**src/sv/abfs_pkg.sv**
```systemverilog
`timescale 1ns / 1ps
// Shared constants, types and helpers of the alignment band builder.
package abfs_pkg;

  // Position and field widths.
  localparam int POS_W    = 28;
  localparam int MARGIN_W = 16;
  localparam int M10_W    = MARGIN_W + 4;
  localparam int COL_W    = POS_W + 1;
  localparam int ROW_W    = 31;
  localparam int KIND_W   = 3;

  // Signed working width for band arithmetic; wide enough for sums of two
  // positions plus the scaled margin, and never narrower than a row field.
  localparam int AW = (POS_W + 4 > ROW_W) ? POS_W + 4 : ROW_W;

  // The leading gap scales the margin by this factor.
  localparam int LEAD_FACTOR = 10;

  // Configuration port.
  localparam int CFG_IW = 2;
  localparam int CFG_DW = (POS_W > MARGIN_W) ? POS_W : MARGIN_W;
  localparam logic [CFG_IW-1:0] REG_REF_SIZE   = CFG_IW'(0);
  localparam logic [CFG_IW-1:0] REG_QUERY_SIZE = CFG_IW'(1);
  localparam logic [CFG_IW-1:0] REG_MARGIN     = CFG_IW'(2);

  // CIGAR operation kinds; codes above OP_OTHER behave like OP_OTHER.
  localparam logic [KIND_W-1:0] OP_MATCH    = KIND_W'(0);
  localparam logic [KIND_W-1:0] OP_REF_GAP  = KIND_W'(1);
  localparam logic [KIND_W-1:0] OP_QRY_GAP  = KIND_W'(2);
  localparam logic [KIND_W-1:0] OP_REF_SKIP = KIND_W'(3);
  localparam logic [KIND_W-1:0] OP_QRY_SKIP = KIND_W'(4);
  localparam logic [KIND_W-1:0] OP_OTHER    = KIND_W'(5);

  // Job queue between front and back.
  localparam int QDEPTH = 4;
  localparam int QPTR_W = $clog2(QDEPTH);
  localparam int QCNT_W = $clog2(QDEPTH + 1);

  // What the back has to build for one accepted beat.
  typedef enum logic [1:0] {
    JOB_CLOSE = 2'd0,  // close the open parallelogram at a skip
    JOB_OPEN  = 2'd1,  // rectangle up to a new aligned block
    JOB_EMPTY = 2'd2,  // end of an empty seed: one full rectangle
    JOB_END   = 2'd3   // end of seed: closing segments
  } job_kind_e;

  typedef struct packed {
    job_kind_e               kind;
    logic                    flag;  // OPEN: leading gap allowed; END: close pending
    logic [POS_W-1:0]        rp;
    logic [POS_W-1:0]        qp;
    logic [POS_W-1:0]        brs;
    logic signed [AW-1:0]    bqs;
  } job_t;

  typedef struct packed {
    logic [POS_W-1:0]    ref_size;
    logic [POS_W-1:0]    query_size;
    logic [MARGIN_W-1:0] margin;
    logic [M10_W-1:0]    margin10;
  } cfg_t;

  // Zero-extend unsigned quantities into the signed working width.
  function automatic logic signed [AW-1:0] pos_ext(input logic [POS_W-1:0] v);
    return signed'({{(AW - POS_W){1'b0}}, v});
  endfunction

  function automatic logic signed [AW-1:0] mar_ext(input logic [MARGIN_W-1:0] v);
    return signed'({{(AW - MARGIN_W){1'b0}}, v});
  endfunction

  function automatic logic signed [AW-1:0] m10_ext(input logic [M10_W-1:0] v);
    return signed'({{(AW - M10_W){1'b0}}, v});
  endfunction

endpackage

```
**src/sv/abfs_queue.sv**
```systemverilog
`timescale 1ns / 1ps
// Short job queue that decouples the front from the back.
module abfs_queue (
  input  logic          clk_i,
  input  logic          rst_ni,
  input  logic          push_i,
  input  abfs_pkg::job_t job_i,
  output logic          full_o,
  input  logic          pop_i,
  output logic          empty_o,
  output abfs_pkg::job_t head_o
);

  abfs_pkg::job_t mem_q [abfs_pkg::QDEPTH];

  logic [abfs_pkg::QPTR_W-1:0] wr_q, rd_q;
  logic [abfs_pkg::QCNT_W-1:0] cnt_q;

  assign full_o  = (cnt_q == abfs_pkg::QCNT_W'(abfs_pkg::QDEPTH));
  assign empty_o = (cnt_q == '0);
  assign head_o  = mem_q[rd_q];

  // Storage needs no reset; only the pointers and the count are control state.
  always_ff @(posedge clk_i) begin
    if (push_i) begin
      mem_q[wr_q] <= job_i;
    end
  end

  // Pointers wrap at the queue depth.
  always_ff @(posedge clk_i or negedge rst_ni) begin
    if (!rst_ni) begin
      wr_q  <= '0;
      rd_q  <= '0;
      cnt_q <= '0;
    end else begin
      if (push_i) begin
        wr_q <= (wr_q == abfs_pkg::QPTR_W'(abfs_pkg::QDEPTH - 1)) ? '0 : wr_q + 1'b1;
      end
      if (pop_i) begin
        rd_q <= (rd_q == abfs_pkg::QPTR_W'(abfs_pkg::QDEPTH - 1)) ? '0 : rd_q + 1'b1;
      end
      case ({push_i, pop_i})
        2'b10:   cnt_q <= cnt_q + 1'b1;
        2'b01:   cnt_q <= cnt_q - 1'b1;
        default: cnt_q <= cnt_q;
      endcase
    end
  end

endmodule

```
**src/sv/abfs_front.sv**
```systemverilog
`timescale 1ns / 1ps
// Front end: accepts CIGAR beats, tracks the seed walk and queues band jobs.
module abfs_front (
  input  logic                         clk_i,
  input  logic                         rst_ni,
  input  abfs_pkg::cfg_t               cfg_i,
  input  logic                         in_valid_i,
  output logic                         in_ready_o,
  input  logic [abfs_pkg::KIND_W-1:0]  op_kind_i,
  input  logic [abfs_pkg::POS_W-1:0]   op_length_i,
  input  logic                         end_of_seed_i,
  input  logic                         full_i,
  output logic                         push_o,
  output abfs_pkg::job_t               job_o
);

  logic                               in_blk_q, in_blk_d;
  logic                               ne_q, ne_d;
  logic                               seen_q, seen_d;
  logic [abfs_pkg::POS_W-1:0]         rp_q, rp_d;
  logic [abfs_pkg::POS_W-1:0]         qp_q, qp_d;
  logic [abfs_pkg::POS_W-1:0]         brs_q, brs_d;
  logic signed [abfs_pkg::AW-1:0]     bqs_q, bqs_d;

  logic                               acc;
  logic                               close_ok;
  logic                               adv_r, adv_q, skip;
  logic [abfs_pkg::POS_W:0]           rp_sum, qp_sum;
  logic [abfs_pkg::POS_W-1:0]         rp_sat, qp_sat;
  logic signed [abfs_pkg::AW-1:0]     qp_w;

  // A beat is taken whenever the queue has room for its job.
  assign in_ready_o = !full_i;
  assign acc        = in_valid_i && in_ready_o;

  assign qp_w     = abfs_pkg::pos_ext(qp_q);
  assign close_ok = (rp_q > brs_q) && (qp_w > bqs_q);

  // Decode which positions the operation moves.
  always_comb begin
    adv_r = 1'b0;
    adv_q = 1'b0;
    skip  = 1'b0;
    case (op_kind_i)
      abfs_pkg::OP_MATCH: begin
        adv_r = 1'b1;
        adv_q = 1'b1;
      end
      abfs_pkg::OP_REF_GAP:  adv_q = 1'b1;
      abfs_pkg::OP_QRY_GAP:  adv_r = 1'b1;
      abfs_pkg::OP_REF_SKIP: begin
        skip  = 1'b1;
        adv_r = 1'b1;
      end
      abfs_pkg::OP_QRY_SKIP: begin
        skip  = 1'b1;
        adv_q = 1'b1;
      end
      default: ;
    endcase
  end

  // Advance and clamp both positions to the sequence sizes.
  assign rp_sum = {1'b0, rp_q} + {1'b0, (adv_r ? op_length_i : '0)};
  assign qp_sum = {1'b0, qp_q} + {1'b0, (adv_q ? op_length_i : '0)};
  assign rp_sat = (rp_sum > {1'b0, cfg_i.ref_size}) ? cfg_i.ref_size
                                                    : rp_sum[abfs_pkg::POS_W-1:0];
  assign qp_sat = (qp_sum > {1'b0, cfg_i.query_size}) ? cfg_i.query_size
                                                      : qp_sum[abfs_pkg::POS_W-1:0];

  // Walk state update and job generation.
  always_comb begin
    in_blk_d = in_blk_q;
    ne_d     = ne_q;
    seen_d   = seen_q;
    rp_d     = rp_q;
    qp_d     = qp_q;
    brs_d    = brs_q;
    bqs_d    = bqs_q;
    push_o   = 1'b0;
    job_o.kind = abfs_pkg::JOB_OPEN;
    job_o.flag = 1'b0;
    job_o.rp   = rp_q;
    job_o.qp   = qp_q;
    job_o.brs  = brs_q;
    job_o.bqs  = bqs_q;
    if (acc) begin
      if (end_of_seed_i) begin
        push_o     = 1'b1;
        job_o.kind = seen_q ? abfs_pkg::JOB_END : abfs_pkg::JOB_EMPTY;
        job_o.flag = in_blk_q && close_ok;
        // The next seed starts from a clean walk.
        in_blk_d = 1'b0;
        ne_d     = 1'b1;
        seen_d   = 1'b0;
        rp_d     = abfs_pkg::POS_W'(1);
        qp_d     = abfs_pkg::POS_W'(1);
        brs_d    = '0;
        bqs_d    = '0;
      end else begin
        seen_d = 1'b1;
        rp_d   = rp_sat;
        qp_d   = qp_sat;
        if (skip) begin
          if (in_blk_q) begin
            in_blk_d = 1'b0;
            brs_d    = rp_q;
            bqs_d    = qp_w - abfs_pkg::mar_ext(cfg_i.margin);
            if (close_ok) begin
              push_o     = 1'b1;
              job_o.kind = abfs_pkg::JOB_CLOSE;
              ne_d       = 1'b0;
            end
          end
        end else if (!in_blk_q) begin
          push_o     = 1'b1;
          job_o.kind = abfs_pkg::JOB_OPEN;
          job_o.flag = ne_q;
          ne_d       = 1'b0;
          in_blk_d   = 1'b1;
          brs_d      = rp_q;
          bqs_d      = qp_w;
        end
      end
    end
  end

  always_ff @(posedge clk_i or negedge rst_ni) begin
    if (!rst_ni) begin
      in_blk_q <= 1'b0;
      ne_q     <= 1'b1;
      seen_q   <= 1'b0;
      rp_q     <= abfs_pkg::POS_W'(1);
      qp_q     <= abfs_pkg::POS_W'(1);
      brs_q    <= '0;
      bqs_q    <= '0;
    end else begin
      in_blk_q <= in_blk_d;
      ne_q     <= ne_d;
      seen_q   <= seen_d;
      rp_q     <= rp_d;
      qp_q     <= qp_d;
      brs_q    <= brs_d;
      bqs_q    <= bqs_d;
    end
  end

endmodule

```
**src/sv/abfs_back.sv**
```systemverilog
`timescale 1ns / 1ps
// Back end: turns queued jobs into band segments, one output beat per cycle while the output is not stalled.
module abfs_back (
  input  logic                               clk_i,
  input  logic                               rst_ni,
  input  abfs_pkg::cfg_t                     cfg_i,
  input  abfs_pkg::job_t                     job_i,
  input  logic                               empty_i,
  output logic                               pop_o,
  output logic                               out_valid_o,
  input  logic                               out_ready_i,
  output logic                               is_diagonal_o,
  output logic [abfs_pkg::COL_W-1:0]         col_start_o,
  output logic [abfs_pkg::COL_W-1:0]         col_end_o,
  output logic signed [abfs_pkg::ROW_W-1:0]  row_low_o,
  output logic signed [abfs_pkg::ROW_W-1:0]  row_high_o,
  output logic                               last_of_run_o,
  output logic                               range_done_o
);

  localparam int AW = abfs_pkg::AW;

  // One-hot slot codes; a job builds at most three segments in this order.
  localparam logic [2:0] SLOT_A = 3'b001;
  localparam logic [2:0] SLOT_B = 3'b010;

  typedef struct packed {
    abfs_pkg::job_kind_e        kind;
    logic                       flag;
    logic                       active;   // end: open block starts inside the reference
    logic [abfs_pkg::POS_W-1:0] rp;
    logic [abfs_pkg::POS_W-1:0] qp;
    logic [abfs_pkg::POS_W-1:0] brs;
    logic signed [AW-1:0]       bqs;
    logic signed [AW-1:0]       e1;       // drift + margin when drift is not negative
    logic signed [AW-1:0]       e2;       // margin - drift
    logic signed [AW-1:0]       s_lead;   // column of a leading gap
    logic signed [AW-1:0]       brs_e;    // block start after an end-time close
    logic signed [AW-1:0]       bqs_e;
    logic signed [AW-1:0]       t_end;    // tail width excluding the block start
  } prep_t;

  typedef struct packed {
    logic                 diag;
    logic signed [AW-1:0] c0;
    logic signed [AW-1:0] c1;
    logic signed [AW-1:0] r0;
    logic signed [AW-1:0] r1;
  } seg_t;

  prep_t pre, p_q;
  logic  p_v_q;
  logic [2:0] done_q;

  logic signed [AW-1:0] m_w, m10_w, rs_w, qs_w;
  logic signed [AW-1:0] jrp, jqp, jbrs;
  logic signed [AW-1:0] prp, pqp, pbrs;
  logic signed [AW-1:0] dev, para_r0, para_r1, s_end, lim;
  logic                 lead_ok, tail_ok;
  logic [2:0]           mask, pending, cur, rest;
  logic                 last, out_free, emit, p_adv, final_job;
  seg_t                 seg;

  logic                               out_v_q;
  logic                               diag_q, last_q, done_flag_q;
  logic [abfs_pkg::COL_W-1:0]         c0_q, c1_q;
  logic signed [abfs_pkg::ROW_W-1:0]  r0_q, r1_q;

  assign m_w   = abfs_pkg::mar_ext(cfg_i.margin);
  assign m10_w = abfs_pkg::m10_ext(cfg_i.margin10);
  assign rs_w  = abfs_pkg::pos_ext(cfg_i.ref_size);
  assign qs_w  = abfs_pkg::pos_ext(cfg_i.query_size);

  // Job preparation: the sums that do not depend on the segment order.
  assign jrp  = abfs_pkg::pos_ext(job_i.rp);
  assign jqp  = abfs_pkg::pos_ext(job_i.qp);
  assign jbrs = abfs_pkg::pos_ext(job_i.brs);

  always_comb begin
    pre.kind   = job_i.kind;
    pre.flag   = job_i.flag;
    pre.rp     = job_i.rp;
    pre.qp     = job_i.qp;
    pre.brs    = job_i.brs;
    pre.bqs    = job_i.bqs;
    pre.e1     = jqp + jbrs + m_w - job_i.bqs - jrp;
    pre.e2     = job_i.bqs + jrp + m_w - jqp - jbrs;
    pre.s_lead = jrp - jqp - m10_w;
    pre.t_end  = qs_w + m10_w - jqp;
    pre.brs_e  = job_i.flag ? jrp : jbrs;
    pre.bqs_e  = job_i.flag ? (jqp - m_w) : job_i.bqs;
    pre.active = job_i.flag ? (job_i.rp <= cfg_i.ref_size)
                            : (job_i.brs <= cfg_i.ref_size);
  end

  // Segment decisions for the job held in the build register.
  assign prp  = abfs_pkg::pos_ext(p_q.rp);
  assign pqp  = abfs_pkg::pos_ext(p_q.qp);
  assign pbrs = abfs_pkg::pos_ext(p_q.brs);

  assign dev     = (p_q.e1 >= m_w) ? p_q.e1 : p_q.e2;
  assign para_r0 = p_q.bqs - dev;
  assign para_r1 = p_q.bqs + dev;
  assign lead_ok = p_q.flag && (p_q.s_lead > m_w);
  assign s_end   = p_q.brs_e + p_q.t_end;
  assign lim     = rs_w + AW'(1) - m_w;
  assign tail_ok = p_q.active && (s_end < lim);

  always_comb begin
    case (p_q.kind)
      abfs_pkg::JOB_CLOSE: mask = 3'b001;
      abfs_pkg::JOB_OPEN:  mask = {1'b0, 1'b1, lead_ok};
      abfs_pkg::JOB_EMPTY: mask = 3'b001;
      abfs_pkg::JOB_END:   mask = {p_q.active, tail_ok, p_q.flag};
      default:             mask = 3'b000;
    endcase
  end

  // Pick the lowest segment still to be sent.
  assign pending   = mask & ~done_q;
  assign cur       = pending & (~pending + 3'b001);
  assign rest      = pending & ~cur;
  assign last      = (rest == 3'b000);
  assign final_job = (p_q.kind == abfs_pkg::JOB_END) || (p_q.kind == abfs_pkg::JOB_EMPTY);
  assign out_free  = !out_v_q || out_ready_i;
  assign emit      = p_v_q && (pending != 3'b000) && out_free;
  assign p_adv     = p_v_q && ((pending == 3'b000) || (emit && last));
  assign pop_o     = !empty_i && (!p_v_q || p_adv);

  // Field values of the selected segment.
  always_comb begin
    seg.diag = 1'b0;
    seg.c0   = p_q.brs_e;
    seg.c1   = rs_w + AW'(1);
    seg.r0   = tail_ok ? qs_w : p_q.bqs_e;
    seg.r1   = qs_w + AW'(1);
    case (cur)
      SLOT_A: begin
        case (p_q.kind)
          abfs_pkg::JOB_OPEN: begin
            // Leading gap before the first block.
            seg.c0 = pbrs;
            seg.c1 = p_q.s_lead;
            seg.r0 = p_q.bqs;
            seg.r1 = AW'(1);
          end
          abfs_pkg::JOB_EMPTY: begin
            seg.c0 = '0;
            seg.c1 = rs_w + AW'(1);
            seg.r0 = '0;
            seg.r1 = qs_w + AW'(1);
          end
          default: begin
            // Parallelogram over the closed aligned block.
            seg.diag = 1'b1;
            seg.c0   = pbrs;
            seg.c1   = prp;
            seg.r0   = para_r0;
            seg.r1   = para_r1;
          end
        endcase
      end
      SLOT_B: begin
        if (p_q.kind == abfs_pkg::JOB_OPEN) begin
          seg.c0 = lead_ok ? p_q.s_lead : pbrs;
          seg.c1 = prp;
          seg.r0 = p_q.bqs;
          seg.r1 = pqp + m_w;
        end else begin
          // Tail rectangle ahead of the closing one.
          seg.c0 = p_q.brs_e;
          seg.c1 = s_end;
          seg.r0 = p_q.bqs_e;
          seg.r1 = qs_w + AW'(1);
        end
      end
      default: begin
        // Closing rectangle to the end of the reference.
        seg.c0 = tail_ok ? s_end : p_q.brs_e;
      end
    endcase
  end

  // Build register: one job at a time, refilled from the queue as it retires.
  always_ff @(posedge clk_i or negedge rst_ni) begin
    if (!rst_ni) begin
      p_v_q  <= 1'b0;
      done_q <= 3'b000;
    end else begin
      if (pop_o) begin
        p_v_q  <= 1'b1;
        done_q <= 3'b000;
      end else begin
        if (p_adv) begin
          p_v_q <= 1'b0;
        end
        if (emit) begin
          done_q <= done_q | cur;
        end
      end
    end
  end

  always_ff @(posedge clk_i) begin
    if (pop_o) begin
      p_q <= pre;
    end
  end

  // Output register holding one beat.
  always_ff @(posedge clk_i or negedge rst_ni) begin
    if (!rst_ni) begin
      out_v_q <= 1'b0;
    end else if (emit) begin
      out_v_q <= 1'b1;
    end else if (out_ready_i) begin
      out_v_q <= 1'b0;
    end
  end

  always_ff @(posedge clk_i) begin
    if (emit) begin
      diag_q      <= seg.diag;
      c0_q        <= seg.c0[abfs_pkg::COL_W-1:0];
      c1_q        <= seg.c1[abfs_pkg::COL_W-1:0];
      r0_q        <= seg.r0[abfs_pkg::ROW_W-1:0];
      r1_q        <= seg.r1[abfs_pkg::ROW_W-1:0];
      last_q      <= last;
      done_flag_q <= last && final_job;
    end
  end

  assign out_valid_o   = out_v_q;
  assign is_diagonal_o = diag_q;
  assign col_start_o   = c0_q;
  assign col_end_o     = c1_q;
  assign row_low_o     = r0_q;
  assign row_high_o    = r1_q;
  assign last_of_run_o = last_q;
  assign range_done_o  = done_flag_q;

endmodule

```
**src/sv/alignment_band_from_seed.sv**
```systemverilog
`timescale 1ns / 1ps
// Top level of the alignment band builder. A seed alignment enters as CIGAR
// beats closed by an end-of-seed beat; the block returns the rectangle and
// parallelogram segments of the banded search region in column order. One
// input beat is taken per cycle while the four-entry job queue has room, and
// segments leave at one beat per cycle while the receiver is ready; an item
// yields 0 to 3 segments. For each item, the job is written into the queue
// when its beat is taken, moves from the queue into the segment build
// register, and each segment is then registered at the output.
// Configuration registers are written through their own channel, which is
// always ready.
module alignment_band_from_seed (
  input  logic                               clk_i,
  input  logic                               rst_ni,
  input  logic                               cfg_valid_i,
  output logic                               cfg_ready_o,
  input  logic [abfs_pkg::CFG_IW-1:0]        cfg_index_i,
  input  logic [abfs_pkg::CFG_DW-1:0]        cfg_wdata_i,
  input  logic                               in_valid_i,
  output logic                               in_ready_o,
  input  logic [abfs_pkg::KIND_W-1:0]        op_kind_i,
  input  logic [abfs_pkg::POS_W-1:0]         op_length_i,
  input  logic                               end_of_seed_i,
  output logic                               out_valid_o,
  input  logic                               out_ready_i,
  output logic                               is_diagonal_o,
  output logic [abfs_pkg::COL_W-1:0]         col_start_o,
  output logic [abfs_pkg::COL_W-1:0]         col_end_o,
  output logic signed [abfs_pkg::ROW_W-1:0]  row_low_o,
  output logic signed [abfs_pkg::ROW_W-1:0]  row_high_o,
  output logic                               last_of_run_o,
  output logic                               range_done_o
);

  abfs_pkg::cfg_t cfg_q;
  abfs_pkg::job_t push_job, head_job;
  logic           push, pop, q_full, q_empty;

  assign cfg_ready_o = 1'b1;

  // Configuration registers; the scaled margin is kept ready for the back.
  always_ff @(posedge clk_i or negedge rst_ni) begin
    if (!rst_ni) begin
      cfg_q <= '0;
    end else if (cfg_valid_i && cfg_ready_o) begin
      unique case (cfg_index_i)
        abfs_pkg::REG_REF_SIZE:   cfg_q.ref_size <= cfg_wdata_i[abfs_pkg::POS_W-1:0];
        abfs_pkg::REG_QUERY_SIZE: cfg_q.query_size <= cfg_wdata_i[abfs_pkg::POS_W-1:0];
        abfs_pkg::REG_MARGIN: begin
          cfg_q.margin   <= cfg_wdata_i[abfs_pkg::MARGIN_W-1:0];
          cfg_q.margin10 <= abfs_pkg::M10_W'(cfg_wdata_i[abfs_pkg::MARGIN_W-1:0])
                            * abfs_pkg::M10_W'(abfs_pkg::LEAD_FACTOR);
        end
        default: ;
      endcase
    end
  end

  abfs_front u_front (
    .clk_i         (clk_i),
    .rst_ni        (rst_ni),
    .cfg_i         (cfg_q),
    .in_valid_i    (in_valid_i),
    .in_ready_o    (in_ready_o),
    .op_kind_i     (op_kind_i),
    .op_length_i   (op_length_i),
    .end_of_seed_i (end_of_seed_i),
    .full_i        (q_full),
    .push_o        (push),
    .job_o         (push_job)
  );

  abfs_queue u_queue (
    .clk_i   (clk_i),
    .rst_ni  (rst_ni),
    .push_i  (push),
    .job_i   (push_job),
    .full_o  (q_full),
    .pop_i   (pop),
    .empty_o (q_empty),
    .head_o  (head_job)
  );

  abfs_back u_back (
    .clk_i         (clk_i),
    .rst_ni        (rst_ni),
    .cfg_i         (cfg_q),
    .job_i         (head_job),
    .empty_i       (q_empty),
    .pop_o         (pop),
    .out_valid_o   (out_valid_o),
    .out_ready_i   (out_ready_i),
    .is_diagonal_o (is_diagonal_o),
    .col_start_o   (col_start_o),
    .col_end_o     (col_end_o),
    .row_low_o     (row_low_o),
    .row_high_o    (row_high_o),
    .last_of_run_o (last_of_run_o),
    .range_done_o  (range_done_o)
  );

endmodule

```
**config.mk**
```make
export PLATFORM = sky130hd
export DESIGN_NAME = alignment_band_from_seed
export DESIGN_NICKNAME = d
export VERILOG_FILES = /design/src/sv/abfs_pkg.sv /design/src/sv/abfs_queue.sv /design/src/sv/abfs_front.sv /design/src/sv/abfs_back.sv /design/src/sv/alignment_band_from_seed.sv
export SDC_FILE = /design/constraint.sdc
export NUM_CORES = 2
export LEC_CHECK = 0
export ABC_AREA = 1
export ABC_CLOCK_PERIOD_IN_PS = 14350
export BUFFER_PORTS_ARGS = -buffer_cell sky130_fd_sc_hd__buf_4
export CAP_MARGIN = 15
export CORE_ASPECT_RATIO = 0.7
export CORE_MARGIN = 1
export CORE_UTILIZATION = 35
export CTS_BUF_LIST = sky130_fd_sc_hd__clkbuf_4
export CTS_CLUSTER_SIZE = 8
export DETAILED_ROUTE_END_ITERATION = 12
export SLEW_MARGIN = 20
export SYNTH_ARGS = -nofsm -noshare
export SYNTH_HDL_FRONTEND = slang
export SYNTH_SLANG_ARGS = --single-unit
```
**constraint.sdc**
```tcl
create_clock -name clk_i -period 14.35 [get_ports clk_i]
set_clock_uncertainty 0.05 [all_clocks]
set_input_delay 1.435 -clock clk_i [delete_from_list [all_inputs] [get_ports clk_i]]
set_output_delay 1.435 -clock clk_i [all_outputs]
set_load 0.02 [all_outputs]
```
==> summary.md <==
| Metric | Value |
|---|---|
| Global placer's final weighted congestion | `1.05` |
| Syn_nets | `9,747` |
| Post-CTS sizing | `0` |
| GRT Overall Usage | `0.331` |
| Post-Synth Simple-Gate Area | `0.164` |
| Mapped Cells | `8,829` |
| Mean routed wirelength per cell | `30.4 µm` |
| Reg2reg start | `u_queue.rd_q[0]` |
| CTS tree | `built` |
| HP Class | `input pin to async pin` |
| Rel. slew slack | `-0.00265` |
| Critical Path End | `u_back.p_q[189]` |
| Critical Path Start | `u_queue.rd_q[0]` |
| Maximum clock frequency | `0.115 GHz` |
| EDFF count, synth | `888` |
| Worst-margin pin slew | `1.49 ns` |
| Number of vias per cell | `5.84` |
| Total setup buffers inserted after CTS | `0` |
| Worst-skew pair later-pin latency | `1.28 ns` |
| Total wire length | `378,000 µm` |
| Most used DFF post-synth | `edfxtp_1` |
| Combinational family with the most area after synthesis | `simple AND/OR/NAND/NOR gates` |
| Chip height | `394 µm` |
| Post-synth ARST share | `0.196` |
| Mapped Area | `0.0769 mm²` |
| Endpoints failing hold | `0` |
| Layout cells sized above 1 | `0.106` |
| Crit path launch type | `flop` |
| Grt total ovfl | `0` |
| Endpoints failing setup | `0` |
| Area of the die | `0.222 mm²` |
| Critical R2R Capture | `u_back.p_q[189]` |
| Seq/Total Area, Yosys | `0.417` |
| Mux share of post-synthesis cell area | `0.000651` |
| Slack of the worst reg-to-reg path | `5.67 ns` |
| Synthesized flop and latch total | `1,105` |
| Antenna violations before repair | `56` |
| Fin crit share | `0.605` |
| CP endpoint kind | `flop` |
| Port bufs | `191` |
| Status | `finished with violations` |
| Largest net degree at the start of global routing | `129` |
| Number of cells after detailed placement | `11,900` |
| Failing checks | `max-capacitance violations, max-slew violations` |
| DR DRC count | `0` |
| R2R cell count | `27` |
| First-pass GRT wire length | `514,000 µm` |
| Num rows | `143` |
| Req. time, crit path | `15.20 ns` |
| Yosys warning count | `0` |
| Max-cap violation count | `1` |
| Worst Setup Path Type | `flop to flop` |
| Post-synthesis xor/xnor area fraction | `0.0442` |
| # H-tree levels | `5` |
| Setup TNS | `0 ns` |
| Worst Path Arrival | `9.53 ns` |
| Root Buffer Master | `clkbuf_4` |
| Post-Synthesis Mean Instance Area | `8.71 µm²` |
| Syn-to-layout area delta | `12.8%` |
| Vias in the first global route | `65,400` |
| CTS sink cnt | `1,105` |
| Via count | `72,600` |
| Synth Area in Adders | `0.151` |
| Drt pass-1 iters | `6` |
| Initial core utilization | `0.353` |
| Final worst path period need | `8.68 ns` |
| Post-CTS Hold Fix Bufs | `0` |
| CTS clk-pin slew, worst paths | `0.08 ns` |
| Nets@finish | `10,200` |
| Post-DP HPWL | `293,000 µm` |
| Die Width | `562 µm` |
| Post-Layout Cell Count | `12,400` |
| Maximum root-to-sink buffer count | `4` |
| Starting DRT DRC Count | `11,600` |
| CTS Buf Count | `299` |
| Complex-gate fraction of the synthesized area | `0.160` |
| Final slew viol count | `1` |
| Critical Path Fanout Max | `107` |
| RSZ-0062 raised after global routing | `no` |
| Core Region | `0.218 mm²` |
| Synth cell types | `66` |
| Antenna-violating nets left | `0` |
| I/O pins | `193` |
cell type report:
type,instances,area (µm²)
inverter,979,3700
clock buffer,447,3360
multi-input combinational,6464,40300
fill,21900,131000
clock inverter,81,543
timing repair buffer,407,3080
sequential,1105,32100
antenna,40,100
tap,2900,3630
worst min path at each step:
stage                 startpoint               end  slack (ns)  cells past startpoint
finish                    rst_ni  u_front.brs_q[4]        0.18                      1
global route              rst_ni  u_front.brs_q[4]        0.14                      1
CTS                       rst_ni  u_front.brs_q[4]        0.11                      1
detailed placement  u_front.ne_q      u_front.ne_q        0.41                      2
global placement    u_front.ne_q      u_front.ne_q        0.40                      2
floorplan           u_front.ne_q      u_front.ne_q        0.39                      2
state kept, by name, summed over array words and instances (netlist names), 2 cells and up:
signal,flops
u_back.col_end_o,29
u_front.brs_q,28
u_back.col_start_o,29
u_front.qp_q,28
cfg_q,89
u_back.row_high_o,31
u_queue.cnt_q,3
u_back.p_q,301
u_back.done_q,3
u_back.row_low_o,31
u_queue.mem_q,464
u_queue.wr_q,2
u_front.rp_q,28
u_queue.rd_q,2
u_front.bqs_q,29
metrics by stage:
stage                     utilization  setup WS [ns]  instance area [µm²]  hold WS (ns)
after global routing            0.398           5.28                86700         0.144
after detailed placement        0.380           5.99                82700         0.412
after floorplan                     -           2.03                76900         0.394
after global placement          0.380           6.10                82700         0.403
after CTS                       0.398           5.91                86600         0.111
final                           0.398           5.67                86800         0.178
synth_stat cells (7+ instances only):
cell type  instances  area [µm²]
nand2_1         1705        6400
inv_1            959        3600
edfxtp_1         888       26700
a21oi_1          805        4030
o21ai_0          790        3950
ha_1             718        8980
nor2_1           696        2610
nand3_1          358        1790
xor2_1           256        2240
clkbuf_1         215         807
dfrtp_1          214        5360
fa_1             133        2660
xnor2_1          123        1080
o211ai_1         114         856
nor3_1            95         475
nand4_1           86         538
o22ai_1           83         519
a32oi_1           59         517
o221ai_1          45         394
buf_2             34         170
nor4_1            34         213
a22oi_1           32         240
or2_2             31         194
a21o_1            30         225
a31oi_1           29         181
buf_1             29         109
o21a_1            28         210
o21ai_1           28         140
o21bai_1          28         210
a21boi_0          24         180
o2111ai_1         20         175
a211oi_1          17         128
inv_2             13        48.8
o311ai_0          10        87.6
a221oi_1           9        78.8
o31ai_1            8        60.1
nand3b_1           7        52.6
layer usage:
layer / GRT usage / routed length, µm / share of wire / vias to the layer above
met1: 0.480 / 163000 / 0.43 / 35300
li1: - / - / - / 31700
met4: 0.122 / 14800 / 0.039 / 24
met5: 0 / 141 / 0.00037 / -
met2: 0.433 / 143000 / 0.38 / 4952
met3: 0.129 / 56900 / 0.15 / 676
placed cells by master (no fill, tap or decap), drive strengths merged, types with 20 or more instances in the layout:
cell type  netlist  routed
clkinv           7      72
edfxtp         888     888
nand2         1711    1711
o21a            28      28
inv            972     977
a32oi           59      59
a22oi           32      32
o22ai           83      83
diode            0      40
clkbuf         215     447
buf             66     407
a21boi          28      28
nor3           103     103
dfrtp          214     214
nand3          361     361
xnor2          123     123
o221ai          45      45
nor4            34      34
o21bai          29      29
xor2           261     261
a21oi          805     805
nand4           86      86
o2111ai         20      20
a21o            30      30
ha             718     718
a31oi           29      29
fa             133     133
or2             34      34
o211ai         114     114
o21ai          821     821
nor2           703     703
worst max-delay path, cell delays in order (launching register included):
cell and delay, ns:
dfrtp_4 0.70, inv_6 0.70, buf_4 0.62, nand2_1 0.10
a32oi_1 0.28, buf_4 0.26, inv_1 0.12, ha_1 0.41
a21oi_1 0.24, o21ai_0 0.11, a21oi_1 0.39, o21ai_1 0.26
a21oi_1 0.53, o21ai_1 0.19, a21oi_1 0.34, o21ai_1 0.19
xnor2_1 0.18, fa_1 0.50, inv_1 0.04, ha_1 0.28
ha_1 0.35, nand2_1 0.12, nor4_1 0.36, nand2_1 0.09
o211ai_1 0.31, a21oi_1 0.19, o211ai_1 0.24, nand2_1 0.08
cell families after synthesis:
family | count (synthesis)
adder cells (fa/ha/maj) | 851
XOR/XNOR | 384
flip-flops | 1105
AND/OR/NAND/NOR | 3049
AO/OA/AOI/OAI | 2174
buffers and inverters | 1260
other | 1
multiplexers | 5
Power is not shown: default switching activity piles up to over one toggle a cycle in this logic, so the estimate is an artifact.
